--- src/rtl/assert_macros.svh ---
// ---------------------------------------------------------------------------
// Assertion macros
// Shared concurrent assertion forms, clocked on clk, muted while rst_n is low.
// ---------------------------------------------------------------------------
`ifndef ASSERT_MACROS_SVH
`define ASSERT_MACROS_SVH

// Consequent must hold in the cycle after the antecedent.
`define ASSERT_NEXT(label, ante, cons, msg) \
  label: assert property (@(posedge clk) disable iff (!rst_n) (ante) |=> (cons)) \
    else $error(msg);

// Signal must keep its value in the cycle after the antecedent.
`define ASSERT_HOLD(label, ante, sig, msg) \
  label: assert property (@(posedge clk) disable iff (!rst_n) (ante) |=> $stable(sig)) \
    else $error(msg);

`endif

--- src/rtl/i2cm_pkg.sv ---
// ---------------------------------------------------------------------------
// I2C master bit engine package
// Item types, command codes and default queue depths.
// ---------------------------------------------------------------------------
package i2cm_pkg;

  // Input function codes
  localparam logic [2:0] FUNC_TICK  = 3'd0;
  localparam logic [2:0] FUNC_START = 3'd1;
  localparam logic [2:0] FUNC_STOP  = 3'd2;
  localparam logic [2:0] FUNC_WRITE = 3'd3;
  localparam logic [2:0] FUNC_READ  = 3'd4;

  localparam int I2CM_MID_DEPTH = 2;
  localparam int I2CM_OUT_DEPTH = 2;

  // Classified operation carried from front to back
  typedef enum logic [2:0] {
    OP_TICK,
    OP_START,
    OP_STOP,
    OP_WRITE,
    OP_READ
  } op_t;

  // Command in progress in the back end
  typedef enum logic [2:0] {
    CMD_IDLE,
    CMD_START,
    CMD_STOP,
    CMD_WRITE,
    CMD_READ
  } cmd_t;

  typedef struct packed {
    logic [2:0] func;
    logic [7:0] wr_byte;
    logic       send_ack;
    logic       scl_level;
    logic       sda_level;
  } in_item_t;

  typedef struct packed {
    op_t        op;
    logic [7:0] wr_byte;
    logic       send_ack;
    logic       scl_level;
    logic       sda_level;
  } mid_item_t;

  typedef struct packed {
    logic       scl_drive;
    logic       sda_drive;
    logic       busy_res;
    logic       cmd_done;
    logic [7:0] rd_byte;
    logic       ack_seen;
  } out_item_t;

endpackage

--- src/rtl/i2cm_queue.sv ---
// ---------------------------------------------------------------------------
// I2C master small queue
// Register-based first-in first-out queue with full and empty flags.
// ---------------------------------------------------------------------------
`include "assert_macros.svh"

module i2cm_queue #(
  parameter int WIDTH = 8,
  parameter int DEPTH = 2
) (
  input  logic             clk,
  input  logic             rst_n,
  input  logic             push,
  output logic             full,
  input  logic [WIDTH-1:0] wdata,
  input  logic             pop,
  output logic             empty,
  output logic [WIDTH-1:0] rdata
);

  localparam int PW = (DEPTH > 1) ? $clog2(DEPTH) : 1;
  localparam int CW = $clog2(DEPTH + 1);

  logic [WIDTH-1:0] mem_r [DEPTH];
  logic [PW-1:0]    wr_ptr_r, wr_ptr_nxt;
  logic [PW-1:0]    rd_ptr_r, rd_ptr_nxt;
  logic [CW-1:0]    count_r, count_nxt;
  logic             push_ok, pop_ok;

  assign full    = (count_r == CW'(DEPTH));
  assign empty   = (count_r == '0);
  assign push_ok = push && !full;
  assign pop_ok  = pop && !empty;
  assign rdata   = mem_r[rd_ptr_r];

  always_comb begin
    wr_ptr_nxt = wr_ptr_r;
    rd_ptr_nxt = rd_ptr_r;
    count_nxt  = count_r;
    if (push_ok) begin
      wr_ptr_nxt = (wr_ptr_r == PW'(DEPTH - 1)) ? '0 : wr_ptr_r + PW'(1);
    end
    if (pop_ok) begin
      rd_ptr_nxt = (rd_ptr_r == PW'(DEPTH - 1)) ? '0 : rd_ptr_r + PW'(1);
    end
    if (push_ok && !pop_ok) begin
      count_nxt = count_r + CW'(1);
    end else if (pop_ok && !push_ok) begin
      count_nxt = count_r - CW'(1);
    end
  end

  always_ff @(posedge clk) begin
    if (!rst_n) begin
      wr_ptr_r <= '0;
      rd_ptr_r <= '0;
      count_r  <= '0;
    end else begin
      wr_ptr_r <= wr_ptr_nxt;
      rd_ptr_r <= rd_ptr_nxt;
      count_r  <= count_nxt;
    end
  end

  always_ff @(posedge clk) begin
    if (push_ok) begin
      mem_r[wr_ptr_r] <= wdata;
    end
  end

  `ASSERT_NEXT(a_q_fill, push_ok && !pop_ok, count_r == $past(count_r) + CW'(1), "queue count did not grow on push")

endmodule

--- src/rtl/i2cm_front.sv ---
// ---------------------------------------------------------------------------
// I2C master front end
// Accept input items, classify the function code and queue them for the back.
// ---------------------------------------------------------------------------
module i2cm_front
  import i2cm_pkg::*;
#(
  parameter int MID_DEPTH = I2CM_MID_DEPTH
) (
  input  logic      clk,
  input  logic      rst_n,
  input  logic      in_push,
  output logic      in_full,
  input  in_item_t  in_item,
  output logic      mid_empty,
  input  logic      mid_pop,
  output mid_item_t mid_item
);

  mid_item_t cls_item;

  // Unused function codes fall through as ticks.
  always_comb begin
    cls_item.wr_byte   = in_item.wr_byte;
    cls_item.send_ack  = in_item.send_ack;
    cls_item.scl_level = in_item.scl_level;
    cls_item.sda_level = in_item.sda_level;
    case (in_item.func)
      FUNC_START: cls_item.op = OP_START;
      FUNC_STOP:  cls_item.op = OP_STOP;
      FUNC_WRITE: cls_item.op = OP_WRITE;
      FUNC_READ:  cls_item.op = OP_READ;
      FUNC_TICK:  cls_item.op = OP_TICK;
      default:    cls_item.op = OP_TICK;
    endcase
  end

  i2cm_queue #(
    .WIDTH($bits(mid_item_t)),
    .DEPTH(MID_DEPTH)
  ) u_mid_q (
    .clk  (clk),
    .rst_n(rst_n),
    .push (in_push),
    .full (in_full),
    .wdata(cls_item),
    .pop  (mid_pop),
    .empty(mid_empty),
    .rdata(mid_item)
  );

endmodule

--- src/rtl/i2cm_back.sv ---
// ---------------------------------------------------------------------------
// I2C master back end
// Advance the active command by up to one pin phase per item and queue the resulting line state.
// ---------------------------------------------------------------------------
`include "assert_macros.svh"

module i2cm_back
  import i2cm_pkg::*;
#(
  parameter int OUT_DEPTH = I2CM_OUT_DEPTH
) (
  input  logic      clk,
  input  logic      rst_n,
  input  logic      mid_empty,
  output logic      mid_pop,
  input  mid_item_t mid_item,
  output logic      out_empty,
  input  logic      out_pop,
  output out_item_t out_item
);

  cmd_t       cmd_r, cmd_nxt;
  logic [2:0] phase_r, phase_nxt;
  logic [3:0] bc_r, bc_nxt;
  logic [7:0] shift_r, shift_nxt;
  logic       ackc_r, ackc_nxt;
  logic       scl_r, scl_nxt;
  logic       sda_r, sda_nxt;
  logic       ackr_r, ackr_nxt;
  logic [7:0] rd_r, rd_nxt;
  logic       done;
  logic       out_full;
  out_item_t  res;

  assign mid_pop = !mid_empty && !out_full;

  always_comb begin
    cmd_nxt   = cmd_r;
    phase_nxt = phase_r;
    bc_nxt    = bc_r;
    shift_nxt = shift_r;
    ackc_nxt  = ackc_r;
    scl_nxt   = scl_r;
    sda_nxt   = sda_r;
    ackr_nxt  = ackr_r;
    rd_nxt    = rd_r;
    done      = 1'b0;
    if (mid_pop) begin
      // Take a new command only while idle; otherwise it acts as a tick.
      if (cmd_r == CMD_IDLE) begin
        case (mid_item.op)
          OP_START: cmd_nxt = CMD_START;
          OP_STOP:  cmd_nxt = CMD_STOP;
          OP_WRITE: cmd_nxt = CMD_WRITE;
          OP_READ:  cmd_nxt = CMD_READ;
          default:  cmd_nxt = CMD_IDLE;
        endcase
        phase_nxt = 3'd0;
        bc_nxt    = 4'd0;
        if (mid_item.op == OP_WRITE) begin
          shift_nxt = mid_item.wr_byte;
        end
        if (mid_item.op == OP_READ) begin
          ackc_nxt = mid_item.send_ack;
        end
      end
      case (cmd_nxt)
        CMD_START: begin
          case (phase_nxt)
            3'd0:    sda_nxt = 1'b1;
            3'd1:    scl_nxt = 1'b1;
            3'd2:    sda_nxt = 1'b0;
            default: begin
              scl_nxt = 1'b0;
              done    = 1'b1;
            end
          endcase
          phase_nxt = phase_nxt + 3'd1;
        end
        CMD_STOP: begin
          case (phase_nxt)
            3'd0:    sda_nxt = 1'b0;
            3'd1:    scl_nxt = 1'b1;
            default: begin
              sda_nxt = 1'b1;
              done    = 1'b1;
            end
          endcase
          phase_nxt = phase_nxt + 3'd1;
        end
        CMD_WRITE: begin
          case (phase_nxt)
            3'd0: begin
              sda_nxt   = shift_nxt[7];
              phase_nxt = 3'd1;
            end
            3'd1: begin
              scl_nxt   = 1'b1;
              phase_nxt = 3'd2;
            end
            3'd2: begin
              scl_nxt   = 1'b0;
              shift_nxt = {shift_nxt[6:0], 1'b0};
              bc_nxt    = bc_nxt + 4'd1;
              phase_nxt = (bc_nxt >= 4'd8) ? 3'd3 : 3'd0;
            end
            3'd3: begin
              sda_nxt   = 1'b1;
              phase_nxt = 3'd4;
            end
            3'd4: begin
              scl_nxt   = 1'b1;
              phase_nxt = 3'd5;
            end
            default: begin
              ackr_nxt = mid_item.sda_level;
              scl_nxt  = 1'b0;
              done     = 1'b1;
            end
          endcase
        end
        CMD_READ: begin
          case (phase_nxt)
            3'd0: begin
              sda_nxt   = 1'b1;
              shift_nxt = 8'd0;
              bc_nxt    = 4'd0;
              phase_nxt = 3'd1;
            end
            3'd1: begin
              scl_nxt   = 1'b1;
              phase_nxt = 3'd2;
            end
            3'd2: begin
              // Hold while the target stretches the clock.
              if (mid_item.scl_level) begin
                shift_nxt = {shift_nxt[6:0], mid_item.sda_level};
                scl_nxt   = 1'b0;
                bc_nxt    = bc_nxt + 4'd1;
                phase_nxt = (bc_nxt >= 4'd8) ? 3'd3 : 3'd1;
              end
            end
            3'd3: begin
              sda_nxt   = !ackc_nxt;
              phase_nxt = 3'd4;
            end
            3'd4: begin
              scl_nxt   = 1'b1;
              phase_nxt = 3'd5;
            end
            3'd5: begin
              scl_nxt   = 1'b0;
              phase_nxt = 3'd6;
            end
            default: begin
              sda_nxt = 1'b1;
              rd_nxt  = shift_nxt;
              done    = 1'b1;
            end
          endcase
        end
        default: begin
        end
      endcase
      if (done) begin
        cmd_nxt   = CMD_IDLE;
        phase_nxt = 3'd0;
        bc_nxt    = 4'd0;
      end
    end
  end

  always_comb begin
    res.scl_drive = scl_nxt;
    res.sda_drive = sda_nxt;
    res.busy_res  = (cmd_nxt != CMD_IDLE);
    res.cmd_done  = done;
    res.rd_byte   = rd_nxt;
    res.ack_seen  = ackr_nxt;
  end

  always_ff @(posedge clk) begin
    if (!rst_n) begin
      cmd_r   <= CMD_IDLE;
      phase_r <= 3'd0;
      bc_r    <= 4'd0;
      shift_r <= 8'd0;
      ackc_r  <= 1'b0;
      scl_r   <= 1'b1;
      sda_r   <= 1'b1;
      ackr_r  <= 1'b0;
      rd_r    <= 8'd0;
    end else begin
      cmd_r   <= cmd_nxt;
      phase_r <= phase_nxt;
      bc_r    <= bc_nxt;
      shift_r <= shift_nxt;
      ackc_r  <= ackc_nxt;
      scl_r   <= scl_nxt;
      sda_r   <= sda_nxt;
      ackr_r  <= ackr_nxt;
      rd_r    <= rd_nxt;
    end
  end

  i2cm_queue #(
    .WIDTH($bits(out_item_t)),
    .DEPTH(OUT_DEPTH)
  ) u_out_q (
    .clk  (clk),
    .rst_n(rst_n),
    .push (mid_pop),
    .full (out_full),
    .wdata(res),
    .pop  (out_pop),
    .empty(out_empty),
    .rdata(out_item)
  );

  `ASSERT_HOLD(a_idle_tick, mid_pop && cmd_r == CMD_IDLE && mid_item.op == OP_TICK, {scl_r, sda_r}, "idle tick moved the lines")
  `ASSERT_NEXT(a_stretch, mid_pop && cmd_r == CMD_READ && phase_r == 3'd2 && !mid_item.scl_level, cmd_r == CMD_READ && phase_r == 3'd2, "read left stretch wait")
  `ASSERT_NEXT(a_wr_last, mid_pop && cmd_r == CMD_WRITE && phase_r == 3'd2 && bc_r == 4'd7, phase_r == 3'd3, "write missed ACK slot")

endmodule

--- src/rtl/i2c_master_bit_engine_top.sv ---
// An accepted item is registered in the middle queue, then the engine result is registered in the result queue.
// Throughput: one item per cycle while the result queue has room; the engine advances up to one pin phase per item.
// The engine state update loop is closed within one register stage.
// Reset: synchronous on rst_n low; both queues empty, engine idle, SCL and SDA released.
// ---------------------------------------------------------------------------
// I2C master bit engine
// Queue-fronted I2C line engine: up to one pin phase and one result per item.
// ---------------------------------------------------------------------------
module i2c_master_bit_engine_top
  import i2cm_pkg::*;
#(
  parameter int MID_DEPTH = I2CM_MID_DEPTH,
  parameter int OUT_DEPTH = I2CM_OUT_DEPTH
) (
  input  logic      clk,
  input  logic      rst_n,
  // input item channel
  input  logic      in_push,
  output logic      in_full,
  input  in_item_t  in_item,
  // result item channel
  output logic      out_empty,
  input  logic      out_pop,
  output out_item_t out_item
);

  // Classified items waiting between front and back.
  logic      mid_empty;
  logic      mid_pop;
  mid_item_t mid_item;

  // Front: accept items, map function codes to operations (unused codes
  // become ticks) and hold them in a short queue. Commands are not checked
  // against the busy state here; the back decides whether one is taken.
  i2cm_front #(
    .MID_DEPTH(MID_DEPTH)
  ) u_front (
    .clk      (clk),
    .rst_n    (rst_n),
    .in_push  (in_push),
    .in_full  (in_full),
    .in_item  (in_item),
    .mid_empty(mid_empty),
    .mid_pop  (mid_pop),
    .mid_item (mid_item)
  );

  // Back: pop one item whenever the result queue has room, advance the
  // active command by up to one phase and push the resulting line state. The
  // result queue lets the engine run on while the consumer stalls.
  i2cm_back #(
    .OUT_DEPTH(OUT_DEPTH)
  ) u_back (
    .clk      (clk),
    .rst_n    (rst_n),
    .mid_empty(mid_empty),
    .mid_pop  (mid_pop),
    .mid_item (mid_item),
    .out_empty(out_empty),
    .out_pop  (out_pop),
    .out_item (out_item)
  );

endmodule

--- config.mk ---
export PLATFORM = sky130hd
export DESIGN_NAME = i2c_master_bit_engine_top
export DESIGN_NICKNAME = d
export VERILOG_FILES = /design/src/rtl/i2cm_pkg.sv /design/src/rtl/i2cm_queue.sv /design/src/rtl/i2cm_front.sv /design/src/rtl/i2cm_back.sv /design/src/rtl/i2c_master_bit_engine_top.sv
export VERILOG_INCLUDE_DIRS = /design/src /design/src/rtl
export SDC_FILE = /design/constraint.sdc
export NUM_CORES = 1
export LEC_CHECK = 0
export BUFFER_PORTS_ARGS = -buffer_cell sky130_fd_sc_hd__buf_2
export CORE_UTILIZATION = 50
export DETAILED_ROUTE_END_ITERATION = 10
export GPL_TIMING_DRIVEN = 0
export PLACE_DENSITY = 0.78
export SETUP_SLACK_MARGIN = 0.2
export SKIP_CTS_REPAIR_TIMING = 1
export SLEW_MARGIN = 5
export SYNTH_ARGS = -nofsm -noshare
export SYNTH_HDL_FRONTEND = slang
export SYNTH_HIERARCHICAL = 1
export SYNTH_SLANG_ARGS = --single-unit
--- constraint.sdc ---
create_clock -name clk -period 8.2 [get_ports clk]
set_input_delay 1.64 -clock clk [delete_from_list [all_inputs] [get_ports clk]]
set_output_delay 1.64 -clock clk [all_outputs]
set_load 0.01 [all_outputs]
# --- Yosys cells after proc, flatten, opt, wreduce, memory -nomap -nowiden ---
# Memory sizes are Yosys's and may differ from the RTL's. A register that Yosys moved wholly into a read port is not among the register bits.
# Cells that the tools add are included.
totals:
  ramBits: 54
  word_cells: 154
  register_bits: 38
  out_inout_bits: 15
  memories: 2
  input_bits: 18
classes:
  reduce_logical: 34
  magnitude_cmp: 1
  n_eq_ne: 19
  n_addsub: 10
  mux: 73
memory_table:
  columns: ["memory", "depth", "width", "rd", "rd_clocked_by_memory_dff", "wr", "line", "source"]
  rows:
  - ["u_front.u_mid_q.mem_r", 2, 14, 1, 1, 1, "i2cm_queue.sv:24", "logic [WIDTH-1:0] mem_r [DEPTH];"]
  - ["u_back.u_out_q.mem_r", 2, 13, 1, 1, 1, "i2cm_queue.sv:24", null]
ops:
  columns: ["operator", "count"]
  rows:
  - ["8-bit two-way mux", 7]
  - ["8-bit one-hot mux with 2 select lines", 2]
  - ["1-bit two-way mux", 28]
  - ["3-bit by 2-bit == test with 1-bit output, second input constant", 8]
  - ["3-bit two-way mux", 8]
  - ["3-bit one-hot mux with 4 select lines", 2]
  - ["4-bit two-way mux", 5]
  - ["3-bit one-hot mux with 6 select lines", 1]
  - ["4-bit one-hot mux with 2 select lines", 2]
  - ["3-bit == test, second input constant", 5]
  - ["3-bit one-hot mux with 5 select lines", 1]
  - ["3-bit by 1-bit == test with 1-bit output, second input constant", 4]
  - ["2-bit two-way mux", 6]
  - ["1-bit one-hot mux with 2 select lines", 6]
  - ["1-bit one-hot mux with 4 select lines", 3]
  - ["2-bit OR reduction", 5]
  - ["1-bit logical AND", 9]
  - ["1-bit logical NOT", 9]
  - ["3-bit one-hot mux with 3 select lines", 1]
  - ["3-bit logical NOT", 2]
  - ["6-bit OR reduction", 1]
  - ["5-bit OR reduction", 1]
  - ["1-bit adder, second input constant", 4]
  - ["2-bit by 1-bit adder with 2-bit output, second input constant", 2]
  - ["other kinds (11)", 15]

# --- Depth between registers and ports, before layout ---
# Gate-level depths: netlist of run 1.
logic_depth:
  depth_word: 12
  depth_mapped: 12
  mapped_depth_nobuf: 10

# --- Cells and area by module ---
# Netlist of run 1, hierarchy kept.
modules_own_cells:
  columns: ["module", "instances", "seq_area_each_um2", "cells_per_inst", "area_per_inst_um2"]
  rows:
  - ["i2cm_back", 1, 600.6, 324, 2544.9]
  - ["i2cm_queue at u_front.u_mid_q", 1, 940.9, 68, 1237.4]
  - ["i2cm_queue at u_back.u_out_q", 1, 880.8, 65, 1166.1]
  - ["i2cm_front", 1, 0.0, 3, 30.0]

# --- Worst setup path before layout of run 1 ---
# No wires, ideal clock.
synth_path:
  path_type: "register -> register"
  from: "register u_back.cmd_r[1]"
  to: "memory u_back/u_out_q/mem_r[0][8] (netlist name), data pin"
  arrival_time_ns: 2.526
  stages_incl_launch_ff: 12
  setup_slack_ns: 5.411
  t_required_ns: 7.937
  period_less_slack_ns: 2.789
  cell_sequence: "dfxtp_1 > buf_4 > or3_1 > buf_2 > nand2_1 > inv_1 > ha_1 > ha_1 > a211oi_4 > nand4b_4 > and2_2 > or2_1"
synth_via:
  elab_chain_cells: 8
  elab_cells_between_ends: 17
  cone_classes: "eq/ne (6); mux (8); reduce/logical (3)"
synth_lines:
  columns: ["item", "line", "source"]
  rows:
  - ["start, declared", "i2cm_back.sv:22", "cmd_t cmd_r, cmd_nxt;"]
  - ["start signal, assigned", "i2cm_back.sv:194", "cmd_r <= cmd_nxt;"]
  - ["3-bit logical NOT", "i2cm_back.sv:50", "if (cmd_r == CMD_IDLE) begin"]
  - ["3-bit two-way mux", "i2cm_back.sv:50", null]
  - ["3-bit two-way mux", "i2cm_back.sv:48", "if (mid_pop) begin"]
  - ["3-bit by 1-bit == test with 1-bit output (tied with other cells)", "i2cm_back.sv:123", "case (phase_nxt)"]
  - ["6-bit OR reduction (no source line)", null, null]
  - ["8-bit two-way mux", "i2cm_back.sv:123", null]
  - ["8-bit two-way mux *", "i2cm_back.sv:67", "case (cmd_nxt)"]
  - ["8-bit two-way mux *", "i2cm_back.sv:48", null]
  - ["via u_back.rd_nxt[7]", "i2cm_back.sv:30", "logic [7:0] rd_r, rd_nxt;"]
  - ["end, declared", "i2cm_queue.sv:24", null]
# The timed path passes the listed nets; every way through them passes the cells marked *. The select of a mux whose other input is x is not followed.

# --- Worst setup path in the final report of run 1 ---
layout_path:
  from: "register u_back.u_out_q.count_r[0]"
  to: "memory u_back/u_out_q/mem_r[0][2] (netlist name), enable pin"
layout_via:
  elab_chain_cells: 6
layout_lines:
  columns: ["item", "line", "source"]
  rows:
  - ["start, declared", "i2cm_queue.sv:27", "logic [CW-1:0] count_r, count_nxt;"]
  - ["start signal, assigned", "i2cm_queue.sv:61", "count_r <= count_nxt;"]
  - ["2-bit == test", "i2cm_queue.sv:30", "assign full = (count_r == CW'(DEPTH));"]
  - ["via u_back.out_full", "i2cm_back.sv:32", "logic out_full;"]
  - ["1-bit logical NOT", "i2cm_back.sv:35", "assign mid_pop = !mid_empty && !out_full;"]
  - ["1-bit logical AND", "i2cm_back.sv:35", null]
  - ["via mid_pop", "i2c_master_bit_engine_top.sv:29", "logic mid_pop;"]
  - ["1-bit logical AND", "i2cm_queue.sv:32", "assign push_ok = push && !full;"]
  - ["1-bit two-way mux", "i2cm_queue.sv:66", "if (push_ok) begin"]
  - ["1-bit two-way mux (implied by the code)", "i2cm_queue.sv:67", "mem_r[wr_ptr_r] <= wdata;"]
# The timed path passes the listed nets, and every way through them passes these cells.

==> results of run 1 <==
## registers in the layout, indices dropped and copies added, names as in the netlist, 2 cells and up, named ones only
name and flops:
u_back/shift_r 8, u_front/u_mid_q/mem_r 28, u_back/u_out_q/count_r 2, u_back/rd_r 8, u_back/phase_r 3, u_back/cmd_r 3
u_back/bc_r 4, u_back/u_out_q/mem_r 26, u_front/u_mid_q/count_r 2
## cell usage in the layout, fill, tap and decap left out, types with 4 or more instances in the layout
| cell | count |
|---|---|
| nor3_1 | 7 |
| clkbuf_8 | 9 |
| and3b_1 | 4 |
| and2_1 | 16 |
| a31oi_1 | 6 |
| a211oi_1 | 9 |
| buf_4 | 5 |
| a21oi_1 | 28 |
| edfxtp_1 | 54 |
| nand3_1 | 18 |
| o21a_1 | 4 |
| o21ai_0 | 20 |
| xnor2_1 | 4 |
| mux2i_1 | 5 |
| mux2_2 | 41 |
| nand2_1 | 22 |
| and3_1 | 6 |
| nand2b_1 | 4 |
| dfxtp_1 | 40 |
| o211ai_1 | 4 |
| or3_1 | 5 |
| ha_1 | 8 |
| clkbuf_1 | 14 |
| inv_1 | 14 |
| nor2b_1 | 5 |
| buf_2 | 40 |
| nor2_1 | 23 |
## worst reg2reg max path, delay by kind of cell, from the launching register on
family	cells	cell delay, ns
AND/OR/NAND/NOR	3	1.57
buffers and inverters	5	1.27
flip-flops	1	0.43
## stage by stage
stage	setup WS, ns	instance area (um2)	hold WS [ns]
after detailed placement	4.68	5310	0.465
after CTS	4.66	5500	0.480
after global routing	4.38	5500	0.511
after floorplan	5.41	4980	0.444
after global placement	4.74	5310	0.453
final	4.54	5500	0.480
## metal layers
layer	wire length (um)	vias to the layer above
met5	0	-
met4	469	0
met3	950	44
met2	5610	198
met1	5420	1873
li1	-	1819
## power groups by stage
stage	Combinational (uW)	Sequential (uW)	Clock [uW]
final	787	666	311
after global routing	844	675	334
after CTS	768	666	318
after detailed placement	763	676	0
after global placement	754	669	0
after floorplan	558	659	0
## cell type report
cell class | count | area share (%)
Timing Repair Buffer | 32 | 2.91
Multi-Input combinational cell | 321 | 42.6
Inverter | 16 | 1.09
Buffer | 29 | 2.78
Clock inverter | 6 | 1.23
Clock buffer | 10 | 2.32
Sequential cell | 94 | 44.0
Tap cell | 133 | 3.03
## how the worst min path moves through the flow
stage / startpoint / end / slack [ns] / cells past startpoint
CTS: u_back/rd_r[6] / u_back/rd_r[6] / 0.48 / 2
global placement: u_back/rd_r[6] / u_back/rd_r[6] / 0.45 / 2
floorplan: u_back/rd_r[6] / u_back/rd_r[6] / 0.44 / 2
detailed placement: u_back/rd_r[6] / u_back/rd_r[6] / 0.47 / 2
finish: u_back/rd_r[6] / u_back/rd_r[6] / 0.48 / 2
global route: u_back/rd_r[6] / u_back/rd_r[6] / 0.51 / 2
## cells by family after synthesis
| family | count (synthesis) | synth area share (%) |
|---|---|---|
| AOI/OAI and AO/OA | 125 | 18.0 |
| xor gates and xnor gates | 7 | 1.23 |
| adders and majority gates | 8 | 2.01 |
| buffers and inverters | 45 | 4.27 |
| DFF | 94 | 48.7 |
| muxes | 47 | 10.5 |
| and+or+nand+nor | 134 | 15.4 |
==> results.json, run 1 <==
{
  "cp.depth": 8,
  "critPathTopFamily": "simple AND/OR/NAND/NOR gates",
  "r2r-start": "u_back/u_out_q/count_r[0]",
  "combPwrFrac_pct": 44.6,
  "yosysMostFrequentCell": "edfxtp_1",
  "finalCriticalPeriod_ns": 3.66,
  "grt_pass1_wl_um": 19600,
  "cts_num_sinks": 94,
  "synthTopCellsByArea": "edfxtp_1 33%, dfxtp_1 16%, mux2_2 9.3%, a21oi_1 2.8%, and2_1 2.0%",
  "grtUsageMet1_pct": 33.3,
  "initial_core_util_pct": 51.2,
  "power.total_uw": 1760,
  "crit_type": "flip-flop to flip-flop",
  "finalSetupTns_ns": 0,
  "numCtsBuffers": 9,
  "cp_slowest_cell": "nor3_2",
  "cts_buffer_depth": 2,
  "crit_fanout": 14,
  "drive_above_1_share_pct": 24.2,
  "final_util_pct": 56.5,
  "vdd_drop_max_v": 0.000197,
  "regArea_um2": 2420,
  "required_ns": 8.17,
  "multi_input_area_um2": 2340,
  "synth_common_cells": "54 x edfxtp_1, 41 x mux2_2, 40 x dfxtp_1, 28 x a21oi_1, 23 x nor2_1",
  "pwr-share-clk_pct": 17.6,
  "finalHoldViolations": 0,
  "r2r_end": "u_back/u_out_q/mem_r[0][2]",
  "die_height_um": 102,
  "htree_levels": 3,
  "p_int_uw": 1070,
  "p_leak_uw": 0.00209,
  "overflow": 0,
  "grt_pass1_vias": 3781,
  "ios": 33,
  "synth.yosys.seq_area_share_pct": 48.7,
  "slew_violations": 0,
  "num_vias": 3934,
  "yosysTopAreaCell": "edfxtp_1",
  "yosysWarnings": 6,
  "cellPowerDensity_nw_per_um2": 321,
  "status": "finished, final reports clean",
  "grtUsageTotal_pct": 25.5,
  "final_antenna_net_count": 0,
  "fillCellCount": 872,
  "syn_area_per_cell_um2": 10.8,
  "nNetsFinal": 529,
  "firstDrtPassIters": 5,
  "clkLatencyLatePin_ns": 0.36,
  "r2r_cells": 8,
  "rrSetupSlack_ns": 4.54,
  "cp_slowest_stage_delay_ns": 1.08,
  "clk_pin_slew_worst_paths_ns": 0.10,
  "wirelength_um": 12400,
  "use_met3_pct": 4.62,
  "slew_headroom_pct": 8.85,
  "crit_path_end": "u_back/u_out_q/mem_r[0][2]",
  "maxCapViolCount": 0,
  "dp.cells": 625,
  "crit_start": "u_back/u_out_q/count_r[0]",
  "route.detailed.drc": 0,
  "worst_pin_slew_ns": 1.36,
  "antenna_found_initial": 0,
  "p_sw_uw": 691,
  "synth.distinct_cells": 77,
  "cp_num_buf_inv": 5,
  "std_cell_rows": 36,
  "busiest_layer": "met2",
  "synth_flop_cell": "edfxtp_1",
  "portBuffers": 32,
  "synthCells": 460,
  "finalClockSkew_ns": 0.0142,
  "drt_iter0_markers": 403,
  "cts_root_buf": "clkbuf_8",
  "die_x_um": 102,
  "power.share.sequential_pct": 37.7,
  "synth-seq-cells": 94,
  "setup_viol": 0,
  "area_delta_synth_final_pct": 10.5,
  "grt_max_degree": 17,
  "min_path_type": "flip-flop to flip-flop",
  "synth_nets": 486,
  "max_freq_mhz": 273,
  "hpwl_um": 8730,
  "core_um2": 9730,
  "synth_edf_count": 54,
  "finalCritPeriodShare_pct": 44.7,
  "use_met2_pct": 40.1,
  "gp_congestion": 0.961,
  "crit_chain": "nand2b_1 -> inv_2 -> or2_2 -> inv_1 -> clkbuf_1 -> clkbuf_1 -> inv_1 -> nor3_2",
  "antenna_cells": 0,
  "stdcell_count": 641,
  "crit_path_start_kind": "flip-flop",
  "vias_per_cell": 6.14,
  "crit_path_end_kind": "flip-flop",
  "rsz0062_at_grt": "no",
  "tritoncts": "done",
  "routedWlPerCell_um": 19.4,
  "switching_share_pct": 39.2,
  "arrival_ns": 3.63,
  "netlist_area_um2": 4980,
  "synth_top_cell_area_share_pct": 32.6,
  "die_area_um2": 10400,
  "async_flop_share_pct": 0
}
No activity file was read; power rests on OpenSTA's default activity.
==> inputs of run 2 (changes only) <==
--- a/config.mk
+++ b/config.mk
@@ -6,6 +6,7 @@
 export SDC_FILE = /design/constraint.sdc
 export NUM_CORES = 1
 export LEC_CHECK = 0
+export ABC_AREA = 1
 export BUFFER_PORTS_ARGS = -buffer_cell sky130_fd_sc_hd__buf_2
 export CORE_UTILIZATION = 50
 export DETAILED_ROUTE_END_ITERATION = 10
==> constraint.sdc (replaced) <==
create_clock -name clk -period 3.5 [get_ports clk]
set_input_delay 0.7 -clock clk [delete_from_list [all_inputs] [get_ports clk]]
set_output_delay 0.7 -clock clk [all_outputs]
set_load 0.01 [all_outputs]
==> results.json, run 2 <==
{
  "p_sw_uw": 1630,
  "crit_start": "u_back/cmd_r[1]",
  "cellPowerDensity_nw_per_um2": 750,
  "synth_nets": 577,
  "crit_fanout": 10,
  "grt_max_degree": 18,
  "async_flop_share_pct": 0,
  "initial_core_util_pct": 51.8,
  "synthCells": 551,
  "power.total_uw": 3980,
  "crit_type": "flip-flop to flip-flop",
  "die_height_um": 99.8,
  "whs_ns": 0.485,
  "largest_reg_flops": 28,
  "vdd_drop_max_v": 0.000327,
  "tritoncts": "done",
  "cp.depth": 17,
  "slew_violations": 0,
  "antenna_found_initial": 0,
  "yosysWarnings": 6,
  "final_antenna_net_count": 0,
  "die_x_um": 99.8,
  "combPwrFrac_pct": 43.1,
  "finalClockSkew_ns": 0.0119,
  "cp_num_buf_inv": 4,
  "grt_pass1_vias": 3544,
  "maxCapViolCount": 0,
  "netlist_area_um2": 4790,
  "crit_path_end_kind": "flip-flop",
  "crit_chain": "nor2_4 -> nand2_4 -> buf_6 -> nand2_1 -> inv_1 -> ha_1 -> ha_1 -> inv_1 -> nand2_1 -> inv_1 -> nand3b_1 -> nor2_2 -> nor2_1 -> nand2_2 -> nand2_1 -> nand2_1 -> nand3_1",
  "routedWlPerCell_um": 13.3,
  "clk_pin_slew_worst_paths_ns": 0.09,
  "wirelength_um": 9680,
  "drive_above_1_share_pct": 17.5,
  "final_common_cell": "nand2_1",
  "finalCriticalPeriod_ns": 2.91,
  "stdcell_count": 728,
  "top_regs": "u_front/u_mid_q/mem_r: 28 flops, u_back/u_out_q/mem_r: 26 flops",
  "synth_edf_count": 54,
  "grt_pass1_wl_um": 15900,
  "top_register": "u_front/u_mid_q/mem_r",
  "power.share.sequential_pct": 39.4,
  "r2r_cells": 17,
  "synth_flop_cell": "edfxtp_1",
  "crit_path_end": "u_back/u_out_q/mem_r[1][10]",
  "cts_buffer_depth": 2,
  "p_leak_uw": 0.00236,
  "finalSetupTns_ns": 0,
  "arrival_ns": 3.01,
  "rsz0062_at_grt": "no",
  "vias_per_cell": 5.22,
  "dp.cells": 712,
  "fin_area_um2": 5300,
  "grtUsageTotal_pct": 20.4,
  "setup_viol": 0,
  "firstDrtPassIters": 5,
  "slew_headroom_pct": 22.8,
  "core_um2": 9240,
  "route.detailed.drc": 0,
  "num_vias": 3799,
  "drt_iter0_markers": 228,
  "cts_num_sinks": 94,
  "clkLatencyLatePin_ns": 0.37,
  "switching_share_pct": 40.9,
  "yosysTopAreaCell": "edfxtp_1",
  "finalHoldViolations": 0,
  "gp_congestion": 0.894,
  "cp_slowest_stage_delay_ns": 0.37,
  "r2r-start": "u_back/cmd_r[1]",
  "area_delta_synth_final_pct": 10.8,
  "crit_path_start_kind": "flip-flop",
  "ios": 33,
  "max_freq_mhz": 343,
  "synthTopCellsByArea": "edfxtp_1 34%, dfxtp_1 17%, nand2_1 9.3%, inv_1 7.1%, mux2_2 6.4%",
  "pwr-share-clk_pct": 17.5,
  "syn_area_per_cell_um2": 8.69,
  "crit_top_cell": "nand2_1",
  "cp_slowest_cell": "dfxtp_1",
  "synth_common_cells": "119 x nand2_1, 91 x inv_1, 59 x nor2_1, 54 x edfxtp_1, 40 x dfxtp_1",
  "numCtsBuffers": 9,
  "finalCritPeriodShare_pct": 83.2,
  "synth.distinct_cells": 36,
  "cts_root_buf": "clkbuf_8",
  "r2r_end": "u_back/u_out_q/mem_r[1][10]",
  "yosysMostFrequentCell": "nand2_1",
  "placed_area_um2": 5110,
  "antenna_cells": 0,
  "synth-seq-cells": 94,
  "nNetsFinal": 620,
  "die_area_um2": 9970,
  "p_int_uw": 2350,
  "final_cell_mix": "119 x nand2_1, 91 x inv_1, 57 x nor2_1",
  "min_path_type": "flip-flop to flip-flop",
  "portBuffers": 32,
  "status": "finished, final reports clean",
  "overflow": 0,
  "critPathTopFamily": "simple AND/OR/NAND/NOR gates",
  "htree_levels": 3,
  "hpwl_um": 6840,
  "synth.yosys.seq_area_share_pct": 50.6,
  "std_cell_rows": 35,
  "synth_top_cell_area_share_pct": 33.9,
  "rrSetupSlack_ns": 0.59,
  "required_ns": 3.59,
  "worst_pin_slew_ns": 1.15
}
==> run 2: cell families (layout without fill, tap and decap cells) <==
| logic type | count (synthesis) | count (layout) | synth area share (%) |
|---|---|---|---|
| simple gates | 224 | 224 | 20.0 |
| fa+ha+maj | 8 | 8 | 2.09 |
| compound gates | 93 | 93 | 11.7 |
| buf+inv | 104 | 152 | 8.97 |
| mux | 28 | 28 | 6.56 |
| flops | 94 | 94 | 50.6 |
==> run 2: area by class of cell <==
type / instances / area (um2)
timing repair buffer: 32 / 160
clock inverter: 4 / 35.0
multi-input combinational: 353 / 1940
inverter: 93 / 349
sequential: 94 / 2420
buffer: 11 / 80.1
tap: 129 / 161
clock buffer: 12 / 156
fill: 790 / 3940
==> run 2: through the flow <==
step                      worst slack (ns)  util [%]
after floorplan                       1.03         -
after global placement               0.489      55.3
after detailed placement             0.434      55.3
after CTS                            0.409      57.3
after global routing                 0.352      57.4
final                                0.587      57.4
==> run 2: layer usage <==
metal	vias to the layer above	global-route usage (%)	part of all wire, %
met5	-	0	0
met3	20	4.46	4.9
met4	0	7.58	1.4
li1	1902	-	-
met1	1758	26.1	46
met2	119	34.0	47
==> run 2: worst min path at each step <==
stage / to / start / cells past startpoint
finish: u_back/bc_r[1] / u_back/bc_r[1] / 2
detailed placement: u_back/bc_r[1] / u_back/bc_r[1] / 2
global placement: u_back/phase_r[1] / u_back/phase_r[1] / 2
CTS: u_back/bc_r[1] / u_back/bc_r[1] / 2
global route: u_front/u_mid_q/mem_r[0][9] / in_item[9] / 1
floorplan: u_back/phase_r[1] / u_back/phase_r[1] / 2
==> run 2: power groups by stage <==
stage	Combinational, uW	Sequential [uW]	Clock, uW
6_report	1720	1570	696
3_3_place_gp	1640	1580	0
4_1_cts	1690	1570	712
3_5_place_dp	1680	1590	0
2_1_floorplan	1270	1560	0
5_1_grt	1920	1590	755
==> run 2: tightest hold or removal path, delay by kind of cell (launching register included) <==
family,cells,cell delay (ns)
flip-flops,1,0.33
AO/OA/AOI/OAI,1,0.05
AND/OR/NAND/NOR,1,0.06
==> inputs of run 3 (changes only) <==
--- a/config.mk
+++ b/config.mk
@@ -11,7 +11,7 @@
 export CORE_UTILIZATION = 50
 export DETAILED_ROUTE_END_ITERATION = 10
 export GPL_TIMING_DRIVEN = 0
-export PLACE_DENSITY = 0.78
+export PLACE_DENSITY = 0.81
 export SETUP_SLACK_MARGIN = 0.2
 export SKIP_CTS_REPAIR_TIMING = 1
 export SLEW_MARGIN = 5
==> constraint.sdc (replaced) <==
create_clock -name clk -period 2.4 [get_ports clk]
set_input_delay 0.48 -clock clk [delete_from_list [all_inputs] [get_ports clk]]
set_output_delay 0.48 -clock clk [all_outputs]
set_load 0.01 [all_outputs]
==> results.json, run 3 (synthesized netlist as in run 2, its figures left out) <==
{
  "cellPowerDensity_nw_per_um2": 1140,
  "grtUsageTotal_pct": 20.5,
  "slew_violations": 0,
  "htree_levels": 3,
  "top_regs": "u_front/u_mid_q/mem_r: 28 flops, u_back/u_out_q/mem_r: 26 flops",
  "antenna_cells": 0,
  "route.detailed.drc": 0,
  "cts_root_buf": "clkbuf_8",
  "nNetsFinal": 657,
  "core_um2": 9240,
  "final_antenna_net_count": 0,
  "tritoncts": "done",
  "hpwl_um": 6870,
  "clk_pin_slew_worst_paths_ns": 0.09,
  "whs_endpoint": "u_front/u_mid_q/mem_r[1][1]",
  "slew_headroom_pct": 25.1,
  "final_cell_mix": "97 x nand2_1, 72 x inv_1, 54 x edfxtp_1",
  "cp_num_buf_inv": 4,
  "grt_pass1_vias": 3723,
  "area_delta_synth_final_pct": 28.8,
  "p_leak_uw": 0.00262,
  "grt_pass1_wl_um": 16100,
  "crit_path_end_kind": "flip-flop",
  "finalHoldViolations": 0,
  "critPathTopFamily": "simple AND/OR/NAND/NOR gates",
  "finalCritPeriodShare_pct": 103,
  "num_vias": 4263,
  "r2r_end": "u_back/u_out_q/mem_r[1][10]",
  "crit_path_start_kind": "flip-flop",
  "required_ns": 2.51,
  "drive_above_1_share_pct": 37.3,
  "crit_chain": "nor2_4 -> nand2_4 -> buf_12 -> nand2_8 -> inv_8 -> ha_4 -> ha_4 -> inv_2 -> nand2_2 -> inv_2 -> nand3b_1 -> nor2_4 -> nor2_2 -> nand2_2 -> nand2_4 -> nand2_2 -> nand3_2",
  "drt_iter0_markers": 503,
  "cp_slowest_stage_delay_ns": 0.38,
  "final_util_pct": 66.7,
  "maxCapViolCount": 0,
  "violations": "negative setup slack",
  "setup_viol": 19,
  "finalCriticalPeriod_ns": 2.48,
  "final_common_cell": "nand2_1",
  "firstDrtPassIters": 5,
  "antenna_found_initial": 0,
  "finalClockSkew_ns": 0.0139,
  "numCtsBuffers": 9,
  "ios": 33,
  "cts_num_sinks": 94,
  "portBuffers": 32,
  "r2r-start": "u_back/cmd_r[0]",
  "max_freq_mhz": 403,
  "hold_start": "in_item[1]",
  "overflow": 0,
  "die_area_um2": 9970,
  "largest_reg_flops": 28,
  "min_path_type": "primary input to flip-flop",
  "status": "finished, violations left",
  "cts_buffer_depth": 2,
  "initial_core_util_pct": 51.8,
  "cp.depth": 17,
  "arrival_ns": 2.59,
  "die_height_um": 99.8,
  "worst_pin_slew_ns": 1.12,
  "gp_congestion": 0.944,
  "cp_slowest_cell": "dfxtp_4",
  "crit_top_cell": "nand2_2",
  "wirelength_um": 12000,
  "top_register": "u_front/u_mid_q/mem_r",
  "fin_ws_ns": -0.0795,
  "whs_path_depth": 1,
  "r2r_cells": 17,
  "fin_area_um2": 6170,
  "crit_fanout": 4,
  "die_x_um": 99.8,
  "placed_area_um2": 5240,
  "grt_max_degree": 18,
  "rsz0062_at_grt": "yes",
  "clkLatencyLatePin_ns": 0.38,
  "vdd_drop_max_v": 0.000635,
  "routedWlPerCell_um": 15.8,
  "std_cell_rows": 35,
  "rrSetupSlack_ns": -0.08,
  "crit_type": "flip-flop to flip-flop",
  "vias_per_cell": 5.57
}
run 3: layout make-up:
cell class / count / area [um2]
inverters: 93 / 374
flip-flops and latches: 94 / 2430
clock buffers: 10 / 128
well taps: 129 / 161
fillers: 635 / 3070
multi-input cells: 353 / 2370
clock inverters: 6 / 92.6
repair buffers: 69 / 492
plain buffers: 11 / 115
run 3: how the worst max path moves through the flow:
stage                                     startpoint                          end  slack (ns)
after floorplan           u_front/u_mid_q/count_r[0]   u_back/u_out_q/mem_r[1][0]        0.03
after global placement    u_front/u_mid_q/count_r[0]  u_back/u_out_q/mem_r[1][12]       -0.58
after detailed placement  u_front/u_mid_q/count_r[0]  u_back/u_out_q/mem_r[1][12]       -0.65
after CTS                 u_front/u_mid_q/count_r[0]   u_back/u_out_q/mem_r[1][9]       -0.65
after global routing                 u_back/cmd_r[0]  u_back/u_out_q/mem_r[0][10]       -0.14
final                                u_back/cmd_r[0]  u_back/u_out_q/mem_r[1][10]       -0.08
run 3: worst register-to-register path, stage by stage (launching register included):
cell and delay [ns]:
dfxtp_4 0.38, nor2_4 0.15, nand2_4 0.09, buf_12 0.15, nand2_8 0.09, inv_8 0.05
ha_4 0.15, ha_4 0.17, inv_2 0.06, nand2_2 0.06, inv_2 0.07, nand3b_1 0.16
nor2_4 0.19, nor2_2 0.05, nand2_2 0.12, nand2_4 0.09, nand2_2 0.10, nand3_2 0.10
run 3: per-stage QoR:
stage	hold slack, ns	std cells	setup TNS (ns)	total power (uW)	setup WS (ns)
after floorplan	0.458	551	0	4210	0.0325
after global placement	0.468	712	-17.50	4750	-0.579
after detailed placement	0.480	712	-21.04	4850	-0.648
after CTS	0.285	728	-22.38	6020	-0.652
after global routing	0.278	765	-3.33	7410	-0.136
final	0.289	765	-0.777	7050	-0.0795
run 3: per-layer routing:
| layer | vias up | routed length [um] | track usage [%] |
|---|---|---|---|
| li1 | 1978 | - | - |
| met2 | 240 | 5880 | 34.4 |
| met3 | 63 | 820 | 4.60 |
| met4 | 0 | 553 | 8.82 |
| met1 | 1982 | 4800 | 25.4 |
| met5 | - | 0 | 0 |
run 3: power by group:
part / internal, uW / total [uW] / switching (uW)
Sequential: 2140 / 2340 / 198
Combinational: 1340 / 3540 / 2190
Clock: 596 / 1180 / 579
